==> src/rtl/tsc_pkg.sv <==
// Shared types and constants for the two-stage sleep controller.
// No dependencies; imported by the interfaces and every module of the block.
package tsc_pkg;

  localparam int unsigned LIMIT_W   = 32;
  localparam int unsigned CFG_IDX_W = 2;
  localparam int unsigned COORD_W   = 10;

  localparam logic [CFG_IDX_W-1:0] CFG_INACTIVITY = 2'd0;
  localparam logic [CFG_IDX_W-1:0] CFG_LIGHT      = 2'd1;
  localparam logic [CFG_IDX_W-1:0] CFG_LINK_WAIT  = 2'd2;

  localparam logic [LIMIT_W-1:0] INACTIVITY_RST = 32'd60000;
  localparam logic [LIMIT_W-1:0] LIGHT_RST      = 32'd300000;
  localparam logic [LIMIT_W-1:0] LINK_WAIT_RST  = 32'd15000;

  localparam logic [1:0] MODE_TICK     = 2'd0;
  localparam logic [1:0] MODE_ACTIVITY = 2'd1;
  localparam logic [1:0] MODE_TOUCH    = 2'd2;
  localparam logic [1:0] MODE_SPURIOUS = 2'd3;

  localparam logic [1:0] PH_ACTIVE = 2'd0;
  localparam logic [1:0] PH_LIGHT  = 2'd1;
  localparam logic [1:0] PH_DEEP   = 2'd2;
  localparam logic [1:0] PH_OFF    = 2'd3;

  typedef enum logic [3:0] {
    ST_ACTIVE = 4'b0001,
    ST_LIGHT  = 4'b0010,
    ST_DEEP   = 4'b0100,
    ST_OFF    = 4'b1000
  } state_e;

  typedef struct packed {
    logic [1:0]         phase;
    logic               sleep_entered;
    logic               touch_resumed;
    logic [COORD_W-1:0] tap_x;
    logic [COORD_W-1:0] tap_y;
    logic               power_off;
  } result_t;

endpackage

==> src/rtl/tsc_if.sv <==
// Handshake channels of the sleep controller: item in, result out.
// Depends on tsc_pkg.
interface tsc_in_if;
  import tsc_pkg::*;
  logic               valid;
  logic               ready;
  logic [1:0]         mode;
  logic               link_up;
  logic               hold_awake;
  logic [COORD_W-1:0] touch_x;
  logic [COORD_W-1:0] touch_y;
  modport source (output valid, mode, link_up, hold_awake, touch_x, touch_y, input ready);
  modport sink   (input valid, mode, link_up, hold_awake, touch_x, touch_y, output ready);
endinterface

interface tsc_out_if;
  import tsc_pkg::*;
  logic               valid;
  logic               ready;
  logic [1:0]         phase;
  logic               sleep_entered;
  logic               touch_resumed;
  logic [COORD_W-1:0] tap_x;
  logic [COORD_W-1:0] tap_y;
  logic               power_off;
  modport source (output valid, phase, sleep_entered, touch_resumed, tap_x, tap_y, power_off,
                  input ready);
  modport sink   (input valid, phase, sleep_entered, touch_resumed, tap_x, tap_y, power_off,
                  output ready);
endinterface

==> src/rtl/two_stage_sleep_controller.sv <==
// Top level of the two-stage sleep controller: limit registers, sequencer state,
// result register. Depends on tsc_pkg, tsc_if and tsc_eval.
//
// One transaction per clock unless the output stalls: an item (tick, activity,
// touch wakeup or spurious wakeup) updates the sequencer state and the result
// register at the edge it is accepted. The single output register sets the
// rate: in_i.ready is high when it is empty or taken in the same cycle, so items
// run at one per cycle unless out_o stalls. The user must write limits through
// cfg_we_i/cfg_idx_i/cfg_wdata_i only while no transaction is in flight; the
// block does not enforce this. Indexes beyond the third register are ignored.
module two_stage_sleep_controller #(
  parameter int unsigned TIME_WIDTH = 32
) (
  input  logic                          clk_i,
  input  logic                          rst_ni,
  input  logic                          cfg_we_i,
  input  logic [tsc_pkg::CFG_IDX_W-1:0] cfg_idx_i,
  input  logic [tsc_pkg::LIMIT_W-1:0]   cfg_wdata_i,
  tsc_in_if.sink                        in_i,
  tsc_out_if.source                     out_o
);
  import tsc_pkg::*;

  logic [LIMIT_W-1:0]    inact_lim_q, light_lim_q, link_lim_q;
  state_e                state_q, state_d;
  logic [TIME_WIDTH-1:0] now_q, now_d;
  logic [TIME_WIDTH-1:0] last_act_q, last_act_d;
  logic [TIME_WIDTH-1:0] light_entry_q, light_entry_d;
  logic                  entry_valid_q, entry_valid_d;
  logic [TIME_WIDTH-1:0] deep_since_q, deep_since_d;
  result_t               res_d, res_q;
  logic                  out_valid_q;
  logic                  accept;

  assign in_i.ready = !out_valid_q || out_o.ready;
  assign accept     = in_i.valid && in_i.ready;

  always_ff @(posedge clk_i or negedge rst_ni) begin
    if (!rst_ni) begin
      inact_lim_q <= INACTIVITY_RST;
      light_lim_q <= LIGHT_RST;
      link_lim_q  <= LINK_WAIT_RST;
    end else if (cfg_we_i) begin
      unique case (cfg_idx_i)
        CFG_INACTIVITY: inact_lim_q <= cfg_wdata_i;
        CFG_LIGHT:      light_lim_q <= cfg_wdata_i;
        CFG_LINK_WAIT:  link_lim_q  <= cfg_wdata_i;
        default: ;
      endcase
    end
  end

  tsc_eval #(
    .TIME_WIDTH(TIME_WIDTH)
  ) u_eval (
    .mode_i        (in_i.mode),
    .link_up_i     (in_i.link_up),
    .hold_awake_i  (in_i.hold_awake),
    .touch_x_i     (in_i.touch_x),
    .touch_y_i     (in_i.touch_y),
    .inact_lim_i   (inact_lim_q),
    .light_lim_i   (light_lim_q),
    .link_lim_i    (link_lim_q),
    .state_i       (state_q),
    .now_i         (now_q),
    .last_act_i    (last_act_q),
    .light_entry_i (light_entry_q),
    .entry_valid_i (entry_valid_q),
    .deep_since_i  (deep_since_q),
    .state_o       (state_d),
    .now_o         (now_d),
    .last_act_o    (last_act_d),
    .light_entry_o (light_entry_d),
    .entry_valid_o (entry_valid_d),
    .deep_since_o  (deep_since_d),
    .res_o         (res_d)
  );

  always_ff @(posedge clk_i or negedge rst_ni) begin
    if (!rst_ni) begin
      state_q       <= ST_ACTIVE;
      now_q         <= '0;
      last_act_q    <= '0;
      light_entry_q <= '0;
      entry_valid_q <= 1'b0;
      deep_since_q  <= '0;
    end else if (accept) begin
      state_q       <= state_d;
      now_q         <= now_d;
      last_act_q    <= last_act_d;
      light_entry_q <= light_entry_d;
      entry_valid_q <= entry_valid_d;
      deep_since_q  <= deep_since_d;
    end
  end

  always_ff @(posedge clk_i or negedge rst_ni) begin
    if (!rst_ni) begin
      out_valid_q <= 1'b0;
    end else if (in_i.ready) begin
      out_valid_q <= in_i.valid;
    end
  end

  always_ff @(posedge clk_i) begin
    if (accept) res_q <= res_d;
  end

  assign out_o.valid         = out_valid_q;
  assign out_o.phase         = res_q.phase;
  assign out_o.sleep_entered = res_q.sleep_entered;
  assign out_o.touch_resumed = res_q.touch_resumed;
  assign out_o.tap_x         = res_q.tap_x;
  assign out_o.tap_y         = res_q.tap_y;
  assign out_o.power_off     = res_q.power_off;

endmodule

==> src/rtl/tsc_eval.sv <==
// Next-state and result logic for one transaction of the sleep controller.
// Purely combinational; depends on tsc_pkg.
module tsc_eval #(
  parameter int unsigned TIME_WIDTH = 32
) (
  input  logic [1:0]                  mode_i,
  input  logic                        link_up_i,
  input  logic                        hold_awake_i,
  input  logic [tsc_pkg::COORD_W-1:0] touch_x_i,
  input  logic [tsc_pkg::COORD_W-1:0] touch_y_i,
  input  logic [tsc_pkg::LIMIT_W-1:0] inact_lim_i,
  input  logic [tsc_pkg::LIMIT_W-1:0] light_lim_i,
  input  logic [tsc_pkg::LIMIT_W-1:0] link_lim_i,
  input  tsc_pkg::state_e             state_i,
  input  logic [TIME_WIDTH-1:0]       now_i,
  input  logic [TIME_WIDTH-1:0]       last_act_i,
  input  logic [TIME_WIDTH-1:0]       light_entry_i,
  input  logic                        entry_valid_i,
  input  logic [TIME_WIDTH-1:0]       deep_since_i,
  output tsc_pkg::state_e             state_o,
  output logic [TIME_WIDTH-1:0]       now_o,
  output logic [TIME_WIDTH-1:0]       last_act_o,
  output logic [TIME_WIDTH-1:0]       light_entry_o,
  output logic                        entry_valid_o,
  output logic [TIME_WIDTH-1:0]       deep_since_o,
  output tsc_pkg::result_t            res_o
);
  import tsc_pkg::*;

  logic [TIME_WIDTH-1:0] now_inc;
  logic [TIME_WIDTH-1:0] entry_eff;
  logic [TIME_WIDTH-1:0] since_act;
  logic [TIME_WIDTH-1:0] since_light;
  logic [TIME_WIDTH-1:0] since_deep;
  logic                  act_exp;
  logic                  light_exp;
  logic                  link_exp;

  assign now_inc     = now_i + TIME_WIDTH'(1);
  assign entry_eff   = entry_valid_i ? light_entry_i : now_inc;
  assign since_act   = now_inc - last_act_i;
  assign since_light = now_inc - entry_eff;
  assign since_deep  = now_inc - deep_since_i;
  assign act_exp     = LIMIT_W'(since_act) >= inact_lim_i;
  assign light_exp   = LIMIT_W'(since_light) >= light_lim_i;
  assign link_exp    = LIMIT_W'(since_deep) >= link_lim_i;

  always_comb begin
    state_o       = state_i;
    now_o         = now_i;
    last_act_o    = last_act_i;
    light_entry_o = light_entry_i;
    entry_valid_o = entry_valid_i;
    deep_since_o  = deep_since_i;
    res_o         = '0;
    unique case (mode_i)
      MODE_TICK: begin
        now_o = now_inc;
        unique case (state_i)
          ST_OFF: ;
          ST_DEEP: begin
            if (link_up_i || link_exp) begin
              state_o         = ST_OFF;
              res_o.power_off = 1'b1;
            end
          end
          default: begin
            if (!hold_awake_i && act_exp) begin
              if (!entry_valid_i) begin
                light_entry_o       = now_inc;
                entry_valid_o       = 1'b1;
                res_o.sleep_entered = 1'b1;
              end
              state_o = ST_LIGHT;
              if (light_exp) begin
                state_o       = ST_DEEP;
                deep_since_o  = now_inc;
                entry_valid_o = 1'b0;
              end
            end
          end
        endcase
      end
      MODE_ACTIVITY: begin
        if (state_i != ST_OFF) begin
          last_act_o = now_i;
          if (state_i == ST_LIGHT) state_o = ST_ACTIVE;
        end
      end
      MODE_TOUCH: begin
        if (state_i == ST_LIGHT) begin
          state_o             = ST_ACTIVE;
          last_act_o          = now_i;
          entry_valid_o       = 1'b0;
          res_o.touch_resumed = 1'b1;
          res_o.tap_x         = touch_x_i;
          res_o.tap_y         = touch_y_i;
        end
      end
      MODE_SPURIOUS: ;
      default: ;
    endcase
    unique case (state_o)
      ST_ACTIVE: res_o.phase = PH_ACTIVE;
      ST_LIGHT:  res_o.phase = PH_LIGHT;
      ST_DEEP:   res_o.phase = PH_DEEP;
      ST_OFF:    res_o.phase = PH_OFF;
      default:   res_o.phase = PH_ACTIVE;
    endcase
  end

endmodule
==> src/flat_wrapper.sv <==
// flat-port wrapper written by rule: the top's interface ports become plain ports
module two_stage_sleep_controller_flat import tsc_pkg::*;
#(
  parameter int unsigned TIME_WIDTH = 32
)
  (clk_i, rst_ni, cfg_we_i, cfg_idx_i, cfg_wdata_i, in_i_valid, in_i_mode, in_i_link_up, in_i_hold_awake, in_i_touch_x, in_i_touch_y, in_i_ready, out_o_valid, out_o_phase, out_o_sleep_entered, out_o_touch_resumed, out_o_tap_x, out_o_tap_y, out_o_power_off, out_o_ready);
  tsc_in_if in_i_i ();
  tsc_out_if out_o_i ();
  input  logic clk_i;
  input  logic rst_ni;
  input  logic cfg_we_i;
  input  logic [tsc_pkg::CFG_IDX_W-1:0] cfg_idx_i;
  input  logic [tsc_pkg::LIMIT_W-1:0] cfg_wdata_i;
  input wire logic [$bits(in_i_i.valid)-1:0] in_i_valid;
  input wire logic [$bits(in_i_i.mode)-1:0] in_i_mode;
  input wire logic [$bits(in_i_i.link_up)-1:0] in_i_link_up;
  input wire logic [$bits(in_i_i.hold_awake)-1:0] in_i_hold_awake;
  input wire logic [$bits(in_i_i.touch_x)-1:0] in_i_touch_x;
  input wire logic [$bits(in_i_i.touch_y)-1:0] in_i_touch_y;
  output wire logic [$bits(in_i_i.ready)-1:0] in_i_ready;
  output wire logic [$bits(out_o_i.valid)-1:0] out_o_valid;
  output wire logic [$bits(out_o_i.phase)-1:0] out_o_phase;
  output wire logic [$bits(out_o_i.sleep_entered)-1:0] out_o_sleep_entered;
  output wire logic [$bits(out_o_i.touch_resumed)-1:0] out_o_touch_resumed;
  output wire logic [$bits(out_o_i.tap_x)-1:0] out_o_tap_x;
  output wire logic [$bits(out_o_i.tap_y)-1:0] out_o_tap_y;
  output wire logic [$bits(out_o_i.power_off)-1:0] out_o_power_off;
  input wire logic [$bits(out_o_i.ready)-1:0] out_o_ready;
  assign in_i_i.valid = in_i_valid;
  assign in_i_i.mode = in_i_mode;
  assign in_i_i.link_up = in_i_link_up;
  assign in_i_i.hold_awake = in_i_hold_awake;
  assign in_i_i.touch_x = in_i_touch_x;
  assign in_i_i.touch_y = in_i_touch_y;
  assign in_i_ready = in_i_i.ready;
  assign out_o_valid = out_o_i.valid;
  assign out_o_phase = out_o_i.phase;
  assign out_o_sleep_entered = out_o_i.sleep_entered;
  assign out_o_touch_resumed = out_o_i.touch_resumed;
  assign out_o_tap_x = out_o_i.tap_x;
  assign out_o_tap_y = out_o_i.tap_y;
  assign out_o_power_off = out_o_i.power_off;
  assign out_o_i.ready = out_o_ready;
  two_stage_sleep_controller #(.TIME_WIDTH(TIME_WIDTH)) u_core (.clk_i(clk_i), .rst_ni(rst_ni), .cfg_we_i(cfg_we_i), .cfg_idx_i(cfg_idx_i), .cfg_wdata_i(cfg_wdata_i), .in_i(in_i_i), .out_o(out_o_i));
endmodule
==> config.mk <==
export PLATFORM = sky130hd
export DESIGN_NAME = two_stage_sleep_controller_flat
export DESIGN_NICKNAME = d
export VERILOG_FILES = /design/src/rtl/tsc_pkg.sv /design/src/rtl/tsc_if.sv /design/src/rtl/two_stage_sleep_controller.sv /design/src/rtl/tsc_eval.sv /design/src/flat_wrapper.sv
export SDC_FILE = /design/constraint.sdc
export NUM_CORES = 1
export LEC_CHECK = 0
export ABC_AREA = 1
export BUFFER_PORTS_ARGS = -buffer_cell sky130_fd_sc_hd__clkbuf_2
export CAP_MARGIN = 20
export CORE_ASPECT_RATIO = 0.6
export CORE_MARGIN = 2
export CORE_UTILIZATION = 40
export DETAILED_ROUTE_END_ITERATION = 10
export SYNTH_ARGS = -nofsm -noshare
export SYNTH_HDL_FRONTEND = slang
export SYNTH_SLANG_ARGS = --single-unit
export TNS_END_PERCENT = 10
==> constraint.sdc <==
create_clock -name clk_i -period 5.24 [get_ports clk_i]
set_clock_uncertainty 0.05 [all_clocks]
set_input_delay 0.262 -clock clk_i [delete_from_list [all_inputs] [get_ports clk_i]]
set_output_delay 0.262 -clock clk_i [all_outputs]
set_load 0.01 [all_outputs]
==> metrics.md <==
| Metric | Value |
|---|---|
| Share of the synthesized area in the top cell type | `26.8%` |
| First-pass GRT wire length | `117 mm` |
| Failing checks | `setup timing` |
| Clock power share | `10.8%` |
| Largest area contributor in the netlist | `dfrtp_1` |
| RR Endpoint | `u_core.out_o.phase[1]$_DFFE_PP_` |
| Crit path DAT | `5.72 ns` |
| Sequential Power Share | `a little over an eighth` |
| Reg2reg path depth | `35` |
| Max Cap Viol | `0` |
| Drt total wl | `79.1 mm` |
| CP Launch Type | `flop` |
| Rows | `62` |
| Tightest Pin Transition | `0.920 ns` |
| CP Capture Type | `flop` |
| Achievable Freq | `0.185 GHz` |
| Final hold vios | `0` |
| Top cells by area, synth | `dfrtp_1 27%, nand2_1 14%, ha_1 12%` |
| Hold depth | `3` |
| Pin count of the biggest net entering global routing | `117` |
| PortBufs | `89` |
| Sw Share | `between 40% and 50%` |
| Slowest CP cell | `dfrtp_1` |
| Die width | `288 um` |
| Hold_sp | `in_i_mode[0]` |
| Unrepaired setup endpoints after global routing | `yes` |
| Routed Antenna Nets | `0` |
| Ys flop type | `dfrtp_1` |
| Clock tree root buffer cell | `clkbuf_16` |
| Placed cell count | `3833` |
| Critical Path Fanout Max | `4` |
| Post-Synthesis Cells | `about 2700` |
| Leakage | `14.4 nW` |
| Post-route setup slack | `-0.174 ns` |
| Relative slew slack | `approximately 39%` |
| TritonCTS clock tree | `yes` |
| Reg2reg setup slack | `-0.17 ns` |
| Core Area | `47700 um^2` |
| Yosys cell types | `50` |
| Slowest stage delay, CP | `0.41 ns` |
| Part of the cycle the worst path needs | `103%` |
| DR DRC count | `0` |
| VDD IR max | `366 uV` |
| Initial DRC Count | `about 1800` |
| Avg WL per Cell | `19.8 um` |
| DR vias/cell | `5.21` |
| Syn Nets | `2989` |
| Vias | `20840` |
| Starting Density | `40.5%` |
| Full die area | `~50000 um^2` |
| NumNets Final | `3582` |
| Total power | `0.0216 W` |
| Critical path type | `reg -> reg` |
| Psw | `0.0107 W` |
| Initial antenna violation count | `2` |
| Ratio of cells with drive above 1 in the final layout | `30.2%` |
| Post-route insts no fill | `4002` |
| Fraction of registers with async set/reset | `90.2%` |
| Num ports | `90` |
| WHS Endpoint | `u_core.entry_valid_q$_DFFE_PN0P_` |
| Vias in the first global route | `roughly 19000` |
| Outcome | `complete, but fails checks` |
| GRT Residual Overflow | `0` |
| Hold Crit Class | `in -> reg` |
| Max Transition Viols Final | `0` |
| Worst Hold Slack | `slightly below 0.09 ns` |
| DR pass1 iterations | `6` |
| Launching point of the worst reg2reg path | `u_core.now_q[1]$_DFFE_PN0P_` |
| EDFF count, synth | `25` |
| Synthesized area per cell | `just over 7 um^2` |
| CP required | `5.55 ns` |
| Ys Warns | `0` |
| Dpl hpwl | `61.1 mm` |
| Power share of the combinational group | `75.6%` |
| Tmin final | `between 5 and 6 ns` |
| Total GRT Usage | `30.9%` |
| Int Pwr | `roughly 0.011 W` |
| Final estimated routing congestion in global placement | `0.983` |
| Die height | `about 170 um` |
| Total clock sinks | `255` |
| Netlist Area Pre-Place | `roughly 19000 um^2` |
| Synth-to-Final Area Change | `43.5%` |
| CTS Buffer Depth | `3` |
| Seq cells post-synth | `255` |
| Pwr dens | `780 nW/um^2` |
| Clock buffer count from CTS | `28` |
| CTS clk-pin slew, worst paths | `0.06 ns` |
| Final number of setup-violating endpoints | `66` |
| Sequential area share after synthesis | `33.9%` |
| H-tree Lvls | `1` |
| Worst-Skew Late Latency | `0.61 ns` |
synth_stat cells, drive strengths merged, types with 2 or more instances:
cell type and n:
mux2i 9, dfrtp 207, o21a 8, o22ai 2
inv 482, nand2 746, nand3 126, a21o 9
o21bai 4, o21ai 293, o31ai 8, o211ai 2
nor3 30, edfxtp 25, nand4 57, a21oi 147
nor2 214, ha 180, dfstp 23, xor2 61
xnor2 18, clkinv 2, clkbuf 45, a2111oi 3
fa 3, or2 2, and2 2, a21boi 4
buf 5, a31oi 5, nor4 8, nand3b 9
through the flow:
| stage | setup slack (ns) | instance area (um^2) | util (%) | setup TNS (ns) |
|---|---|---|---|---|
| 2_1_floorplan | 0.284 | 19300 | - | 0 |
| 3_3_place_gp | -0.694 | 23600 | 49.4 | -38.03 |
| 5_1_grt | -0.405 | 27700 | 58.0 | -22.61 |
| 3_5_place_dp | -0.825 | 23600 | 49.5 | -41.99 |
| 4_1_cts | -0.0966 | 26200 | 55.0 | -3.05 |
| 6_report | -0.174 | 27700 | 58.0 | -5.27 |
repair_timing:
item / 4_1_cts / 5_1_grt
gates resized for setup: 175 / 305
buffers inserted: 27 / 22
hold buffers: 53 / 0
cloned: 8 / 4
setup endpoints to repair: 72 / 73
hold endpoints to repair: 205 / 0
pin swaps: 45 / 117
state kept, by name (all words and copies together), names as in the netlist:
name and cells:
u_core.state_q 4, u_core.out_o.tap_y 10, u_core.entry_valid_q 1, u_core.light_entry_q 32, u_core.out_o.power_off 1, u_core.now_q 32, u_core.out_o.valid 1, u_core.inact_lim_q 32
u_core.out_o.touch_resumed 1, u_core.last_act_q 32, u_core.out_o.sleep_entered 1, u_core.deep_since_q 32, u_core.link_lim_q 32, u_core.light_lim_q 32, u_core.out_o.tap_x 10, u_core.out_o.phase 2
worst max-delay path, delay by kind of cell, from the launching register on:
family          cells  cell delay, ns
compound gates      1            0.10
xor+xnor            1            0.19
fa+ha+maj           3            0.88
buf+inv             8            1.11
flops               1            0.41
simple gates       22            2.39
worst max path at each step:
stage,from,end,slack (ns),cells past startpoint
floorplan,u_core.now_q[0]$_DFFE_PN0P_,u_core.deep_since_q[1]$_DFFE_PN0P_,0.28,29
global placement,u_core.now_q[2]$_DFFE_PN0P_,u_core.deep_since_q[0]$_DFFE_PN0P_,-0.69,35
detailed placement,u_core.now_q[2]$_DFFE_PN0P_,u_core.deep_since_q[31]$_DFFE_PN0P_,-0.83,35
CTS,u_core.now_q[1]$_DFFE_PN0P_,u_core.deep_since_q[31]$_DFFE_PN0P_,-0.1,36
global route,u_core.now_q[1]$_DFFE_PN0P_,u_core.deep_since_q[31]$_DFFE_PN0P_,-0.41,39
finish,u_core.now_q[1]$_DFFE_PN0P_,u_core.out_o.phase[1]$_DFFE_PP_,-0.17,35
kinds of logic (layout without fill, tap and decap cells):
family | count (synthesis) | in the layout | share of synthesized area [%]
AOI/OAI and AO/OA | 487 | 487 | 13.4
xor gates and xnor gates | 79 | 79 | 3.59
adders and majority gates | 183 | 183 | 12.0
buffers and inverters | 534 | 1148 | 10.4
DFF | 255 | 255 | 33.9
muxes | 10 | 10 | 0.525
other | 0 | 4 | 0
and+or+nand+nor | 1195 | 1196 | 26.3
layout by cell type (no fill, tap or decap), types with 9 or more instances in the layout:
cell	netlist	layout
dfstp_2	23	23
o21ai_1	10	48
a21oi_2	3	41
nand4_1	57	57
nor2_4	6	16
dfrtp_1	207	204
o21ai_2	4	32
clkbuf_16	0	33
nand3_2	4	25
xor2_2	0	12
o21ai_0	279	211
nand2_4	3	15
ha_1	180	153
xnor2_1	18	18
a21oi_1	144	103
buf_6	0	17
xor2_1	61	49
nor3_1	29	16
nand3_1	122	93
nand3b_1	9	9
nor2_1	198	156
clkbuf_2	0	88
ha_4	0	23
buf_4	0	417
edfxtp_1	25	25
dlygate4sd3_1	0	53
nor2_2	10	42
nand2_2	21	93
inv_2	4	20
nand3_4	0	9
a21o_1	9	9
inv_1	478	458
buf_12	0	21
nand2_1	722	637
power groups by stage:
stage | Clock [W] | Combinational, W | Sequential, W
6_report | 0.00234 | 0.0163 | 0.00293
4_1_cts | 0.00236 | 0.0147 | 0.00291
3_3_place_gp | 0 | 0.0135 | 0.00291
3_5_place_dp | 0 | 0.0138 | 0.00292
5_1_grt | 0.00245 | 0.0179 | 0.00299
2_1_floorplan | 0 | 0.00755 | 0.00284
final cells by class:
type                            instances  area [um^2]
Fill cell                            4422        20000
Timing Repair Buffer                  612         5090
Inverter                              484         1830
Clock inverter                         14          251
Clock buffer                           38          810
Antenna cell                            4         10.0
Sequential cell                       255         6540
Multi-Input combinational cell       1955        12300
Tap cell                              640          801
routing by layer:
layer / global-route usage, % / part of all wire (%) / vias up
met5: 0 / 0.016 / -
met1: 48.3 / 48 / 9951
li1: - / - / 10042
met2: 41.7 / 39 / 753
met4: 7.16 / 2.3 / 2
met3: 7.66 / 10 / 92
Power figures use the tool's default switching activity.
